File: src/rtl/msis_pkg.sv
// Shared types and constants for the merge-insertion sorter.
`timescale 1ns / 1ps

package msis_pkg;

    localparam int unsigned SLOTS_DEF = 32;
    localparam int unsigned VALUE_W   = 31;

    typedef logic [VALUE_W-1:0] value_t;

    typedef enum logic {
        ST_LOAD,
        ST_DRAIN
    } state_t;

    // Command seen by every cell of the chain in the same cycle.
    typedef struct packed {
        logic insert;
        logic shift;
    } cell_ctrl_t;

endpackage

File: src/rtl/msis_cell.sv
// One cell of the sorting chain: holds a value, inserts or shifts toward cell 0.
`timescale 1ns / 1ps

module msis_cell (
    input  logic                 aclk,
    input  msis_pkg::cell_ctrl_t ctrl,
    input  logic                 occupied,
    input  msis_pkg::value_t     new_value,
    input  msis_pkg::value_t     prev_value,
    input  logic                 prev_gt,
    input  msis_pkg::value_t     next_value,
    output msis_pkg::value_t     value_out,
    output logic                 gt_out
);

    msis_pkg::value_t value_reg;
    msis_pkg::value_t value_next;

    // New value belongs at or before this cell.
    assign gt_out    = !occupied || (new_value < value_reg);
    assign value_out = value_reg;

    always_comb begin
        value_next = value_reg;
        if (ctrl.shift) begin
            value_next = next_value;
        end else if (ctrl.insert && gt_out) begin
            // Take the new value at the boundary, else make room by taking the left neighbor.
            value_next = prev_gt ? prev_value : new_value;
        end
    end

    always_ff @(posedge aclk) begin
        value_reg <= value_next;
    end

endmodule

File: src/rtl/merge_insertion_sorter_unit.sv
// Top level of the merge-insertion sorter: insertion chain, run control, output register.
`timescale 1ns / 1ps

// Usage
//   Input channel (s_valid/s_ready, s_value, s_last): one request per value.
//   Each accepted value that finds room is placed in a sorted chain of
//   SLOTS cells in the cycle it arrives, so loading runs at one request per
//   cycle. A request with s_last set closes the set and is stored likewise.
//   Result channel (m_valid/m_ready, m_sorted_value, m_end_of_run,
//   m_overflow): after the closing request the stored values come out in
//   ascending order, one per cycle while m_ready is high; m_end_of_run marks
//   the final one, m_overflow is set on every result of a set that lost
//   values to a full chain. The first result enters the output register
//   once the state has turned to draining after the closing request.
//   The loading rate is set by the single compare-and-select in each cell,
//   which sees the broadcast value and its left neighbor's compare flag.
//   While results drain, s_ready is low; it returns in the same cycle as
//   the final result enters the output register, which parts the two sides.
//   With a result waiting and m_ready low, the output register and chain hold.
//   Reset (aresetn low, synchronous) empties the chain, clears the overflow
//   flag and the output valid; stored values need no clearing.

module merge_insertion_sorter_unit #(
    parameter int unsigned SLOTS = msis_pkg::SLOTS_DEF
) (
    input  logic                          aclk,
    input  logic                          aresetn,
    input  logic                          s_valid,
    output logic                          s_ready,
    input  logic [msis_pkg::VALUE_W-1:0]  s_value,
    input  logic                          s_last,
    output logic                          m_valid,
    input  logic                          m_ready,
    output logic [msis_pkg::VALUE_W-1:0]  m_sorted_value,
    output logic                          m_end_of_run,
    output logic                          m_overflow
);

    localparam int unsigned CNT_W = $clog2(SLOTS + 1);

    msis_pkg::state_t     state_reg, state_next;
    logic [CNT_W-1:0]     fill_count_reg, fill_count_next;
    logic                 dropped_reg, dropped_next;
    logic                 m_valid_reg, m_valid_next;
    msis_pkg::value_t     m_value_reg, m_value_next;
    logic                 m_end_reg, m_end_next;
    logic                 m_ovf_reg, m_ovf_next;

    logic                 accept;
    logic                 full;
    logic                 pop;
    msis_pkg::cell_ctrl_t ctrl;

    msis_pkg::value_t     cell_value [SLOTS];
    logic                 cell_gt    [SLOTS];

    assign accept = s_valid && s_ready;
    assign full   = (fill_count_reg == CNT_W'(SLOTS));
    // While draining, move the head of the chain into the output register when it is free or being read.
    assign pop    = (state_reg == msis_pkg::ST_DRAIN) && (!m_valid_reg || m_ready);

    assign ctrl.insert = accept && !full;
    assign ctrl.shift  = pop;

    // Chain of cells, cell 0 holds the smallest value.
    for (genvar i = 0; i < SLOTS; i++) begin : g_cell
        msis_pkg::value_t prev_value;
        logic             prev_gt;
        msis_pkg::value_t next_value;

        if (i == 0) begin : g_head
            assign prev_value = '0;
            assign prev_gt    = 1'b0;
        end else begin : g_body
            assign prev_value = cell_value[i-1];
            assign prev_gt    = cell_gt[i-1];
        end

        if (i == SLOTS - 1) begin : g_tail
            assign next_value = '0;
        end else begin : g_inner
            assign next_value = cell_value[i+1];
        end

        msis_cell u_cell (
            .aclk       (aclk),
            .ctrl       (ctrl),
            .occupied   (fill_count_reg > CNT_W'(i)),
            .new_value  (s_value),
            .prev_value (prev_value),
            .prev_gt    (prev_gt),
            .next_value (next_value),
            .value_out  (cell_value[i]),
            .gt_out     (cell_gt[i])
        );
    end

    // Next state.
    always_comb begin
        state_next = state_reg;
        case (state_reg)
            msis_pkg::ST_LOAD: begin
                if (accept && s_last) begin
                    state_next = msis_pkg::ST_DRAIN;
                end
            end
            msis_pkg::ST_DRAIN: begin
                if (pop && fill_count_reg == CNT_W'(1)) begin
                    state_next = msis_pkg::ST_LOAD;
                end
            end
            default: begin
                state_next = msis_pkg::ST_LOAD;
            end
        endcase
    end

    // Counters, flags and output register.
    always_comb begin
        fill_count_next = fill_count_reg;
        dropped_next    = dropped_reg;
        m_valid_next    = m_valid_reg;
        m_value_next    = m_value_reg;
        m_end_next      = m_end_reg;
        m_ovf_next      = m_ovf_reg;

        case (state_reg)
            msis_pkg::ST_LOAD: begin
                if (accept) begin
                    if (full) begin
                        dropped_next = 1'b1;
                    end else begin
                        fill_count_next = fill_count_reg + CNT_W'(1);
                    end
                end
            end
            msis_pkg::ST_DRAIN: begin
                if (pop) begin
                    fill_count_next = fill_count_reg - CNT_W'(1);
                    if (fill_count_reg == CNT_W'(1)) begin
                        dropped_next = 1'b0;
                    end
                end
            end
            default: begin
                fill_count_next = '0;
                dropped_next    = 1'b0;
            end
        endcase

        if (pop) begin
            m_valid_next = 1'b1;
            m_value_next = cell_value[0];
            m_end_next   = (fill_count_reg == CNT_W'(1));
            m_ovf_next   = dropped_reg;
        end else if (m_ready) begin
            m_valid_next = 1'b0;
        end
    end

    always_ff @(posedge aclk) begin
        if (!aresetn) begin
            state_reg      <= msis_pkg::ST_LOAD;
            fill_count_reg <= '0;
            dropped_reg    <= 1'b0;
            m_valid_reg    <= 1'b0;
        end else begin
            state_reg      <= state_next;
            fill_count_reg <= fill_count_next;
            dropped_reg    <= dropped_next;
            m_valid_reg    <= m_valid_next;
        end
        m_value_reg <= m_value_next;
        m_end_reg   <= m_end_next;
        m_ovf_reg   <= m_ovf_next;
    end

    assign s_ready        = (state_reg == msis_pkg::ST_LOAD);
    assign m_valid        = m_valid_reg;
    assign m_sorted_value = m_value_reg;
    assign m_end_of_run   = m_end_reg;
    assign m_overflow     = m_ovf_reg;

endmodule

File: config.mk
export PLATFORM = sky130hd
export DESIGN_NAME = merge_insertion_sorter_unit
export DESIGN_NICKNAME = d
export VERILOG_FILES = /design/src/rtl/msis_pkg.sv /design/src/rtl/msis_cell.sv /design/src/rtl/merge_insertion_sorter_unit.sv
export SDC_FILE = /design/constraint.sdc
export NUM_CORES = 2
export LEC_CHECK = 0
export ABC_AREA = 1
export BUFFER_PORTS_ARGS = -buffer_cell sky130_fd_sc_hd__buf_2
export CAP_MARGIN = 20
export CORE_MARGIN = 1.5
export CORE_UTILIZATION = 39
export DETAILED_ROUTE_END_ITERATION = 6
export HOLD_SLACK_MARGIN = 0.1
export PLACE_DENSITY_LB_ADDON = 0.1
export SYNTH_ARGS = -nofsm -noshare
export SYNTH_HDL_FRONTEND = slang
export SYNTH_SLANG_ARGS = --single-unit
File: constraint.sdc
create_clock -name aclk -period 4.07 [get_ports aclk]
set_input_delay 0.407 -clock aclk [delete_from_list [all_inputs] [get_ports aclk]]
set_output_delay 0.407 -clock aclk [all_outputs]
set_load 0.1 [all_outputs]
==> metrics.md <==
| Metric | Value |
|---|---|
| Drt first pass iters | 7 |
| WHS | between 150 and 200 ps |
| Placed instance area | roughly 86000 µm² |
| Warnings, synthesis | 0 |
| Clock sink count | 1034 |
| HPWL after DPL | approximately 240 mm |
| Fin util | ~44% |
| Chip Height | 457 µm |
| Number of flops mapped to enable cells by yosys | a little under 1000 |
| Most common cell after layout, fill and taps aside | nand2_1 |
| Worst EP required | around 4600 ps |
| # IOs | 71 |
| Layout area overhead | 12.2% |
| Initial antenna violation count | 7 |
| Antenna viol nets, final | 0 |
| Critical path arrival | 3900 ps |
| Slew margin rel. | 29.6% |
| Largest register FFs | between 900 and 1000 |
| Asr flop ratio synth | 0% |
| DR WL/cell | 24.3 µm |
| VDD IR max | around 0.00038 V |
| Worst hold path class | input port to register |
| Die width | between 400 and 500 µm |
| Post-synth top flop | edfxtp_1 |
| Core area | between 200000 and 250000 µm² |
| Initial core utilization | about 39% |
| Largest cells by area after synthesis | edfxtp_1, nand2_1, ha_1 |
| Failing checks | DRC |
| Via count | between 70000 and 80000 |
| Critical Path Source Type | register |
| Tcrit/Tclk final | between 80% and 90% |
| CTS buffer count | roughly 140 |
| Final setup fails | 0 |
| Largest net degree at the start of global routing | 175 |
| Setup Total Neg Slack | 0 ps |
| Initial DRC count | about 7300 |
| Worst-Margin Slew | about 1100 ps |
| Max Clock Freq | 299 MHz |
| Layout net count | between 10000 and 15000 |
| Cell area after layout | 90000 µm² |
| Max cap viols | 0 |
| Sequential element share of the synthesized area | between 30% and 40% |
| Worst Skew | just under 40 ps |
| Htree depth | 4 |
| Vias per cell | between 5 and 6 |
| Status | complete, but fails checks |
| GP Congestion | 0.908 |
| Clk pin slew, worst setup/hold paths | 60 ps |
| Share of layout cells above drive strength 1 | ~6.2% |
| Post-CTS Setup Bufs | 0 |
| CTS max path bufs | 3 |
| Tot GR Track Use | roughly 31% |
| Pins Over Slew Limit | 0 |
| RSZ-0062 raised after global routing | no |
| DR DRC count | 2 |
| Syn_nets | 11900 |
| Largest area contributor in the netlist | edfxtp_1 |
| Setup CP Type | register to register |
| Post-synthesis average cell area | around 7.4 µm² |
| Flops & latches, synth | approximately 1000 |
| Final hold vios | 0 |
| WL final | ~330 mm |
| Synthesized area | between 80000 and 90000 µm² |
| First-pass GRT wire length | ~490 mm |
| Mapped Cells | about 11000 |
| Grt total ovfl | 0 |
| DIE AREA | 208000 µm² |
| CTS tree | yes |
| Commonest non-fill, non-tap cells in the layout | nand2_1, nand3_1, inv_1, edfxtp_1, ha_1 |
| Clock period minus worst slack | 3350 ps |
| Critical path peak fanout | 28 |
| Static Leak | about 45 nW |
| Pwr dens | 493 nW/µm² |
| Number of global-route vias before repair | about 75000 |
| Type of destination of the critical path | register |
| Input/output buffers | 70 |
| Yosys top cell area share | between 30% and 40% |
| Synth unique cells | 37 |
| Worst-skew pair later-pin latency | approximately 850 ps |
| CTS Root Cell | clkbuf_16 |
| Row count | roughly 170 |
## critical path, cell delays in order (launching register included)
cell	delay, ps
dfxtp_1	560
nor2_2	410
inv_2	150
nor2_1	470
nand2_1	490
nand2_1	290
buf_4	380
nand2_1	160
nand3_1	100
nand2_1	50
## logic make-up after synthesis
group	Yosys count	synth area share, %
adders and majority gates	964	15.0
AOI/OAI and AO/OA	731	4.93
and+or+nand+nor	6367	33.2
buffers and inverters	1814	8.64
xor gates and xnor gates	1	0.0109
DFF	1034	38.2
## worst paths after layout
path                                  startpoint                         endpoint  slack (ps)  cells past startpoint
setup / recovery               fill_count_reg[5]   g_cell[1].u_cell.value_out[24]         720                      9
hold / removal                       s_value[20]  g_cell[31].u_cell.value_out[20]         150                      5
setup reg to reg               fill_count_reg[5]   g_cell[1].u_cell.value_out[24]         720                      9
hold reg to reg   g_cell[0].u_cell.value_out[15]               m_sorted_value[15]         440                      0
## timing repair
action                                 4_1_cts  5_1_grt
resized for setup                            0        0
hold buffers                                 9        0
endpoints found under the hold margin       14        0
## cell usage after synthesis (3+ instances only)
master	n
edfxtp_1	994
nand4_1	46
a31oi_1	34
o21ai_0	184
o21ai_2	3
nor2_1	367
o21ai_1	7
a21o_1	38
dfxtp_1	40
nor4_1	21
nand2_1	3915
o21a_1	24
inv_2	8
clkbuf_1	494
buf_2	100
inv_1	1197
a21oi_1	415
nand3_1	1970
buf_1	15
nor3_1	38
ha_1	964
nor3b_1	4
o21bai_1	17
nor2_2	3
## area by class of cell
class | count | area, µm²
diodes | 2 | 5.00
inverters | 1205 | 4530
repair buffers | 412 | 3940
clock inverters | 61 | 606
well taps | 2688 | 3360
flip-flops and latches | 1034 | 30600
clock buffers | 182 | 3700
multi-input cells | 8063 | 43200
fillers | 20900 | 115000
## per-stage QoR
stage	instances	worst slack (ps)	total power, mW
after floorplan	10900	-38.8	26.1
after detailed placement	13400	540	32.1
after CTS	13600	733	44.3
after global routing	13600	610	47.1
after global placement	13400	545	31.7
final	13600	724	44.4
## per-layer routing
| metal | global-route usage, % | share of wire [%] | up-vias |
|---|---|---|---|
| li1 | - | - | 36000 |
| met1 | 40.8 | 42 | 37000 |
| met2 | 51.0 | 46 | 3017 |
| met3 | 4.77 | 7.4 | 688 |
| met4 | 13.7 | 4.8 | 2 |
| met5 | 0 | 0.0039 | - |
## power breakdown
group / total, mW / leakage (nW) / internal, mW / switching, mW
logic: 15.5 / 32.7 / 4.94 / 10.6
clock network: 12.2 / 2.11 / 6.93 / 5.30
registers: 16.6 / 10.1 / 14.9 / 1.73
total: 44.4 / 44.9 / 26.8 / 17.6
Power figures use the tool's default switching activity.
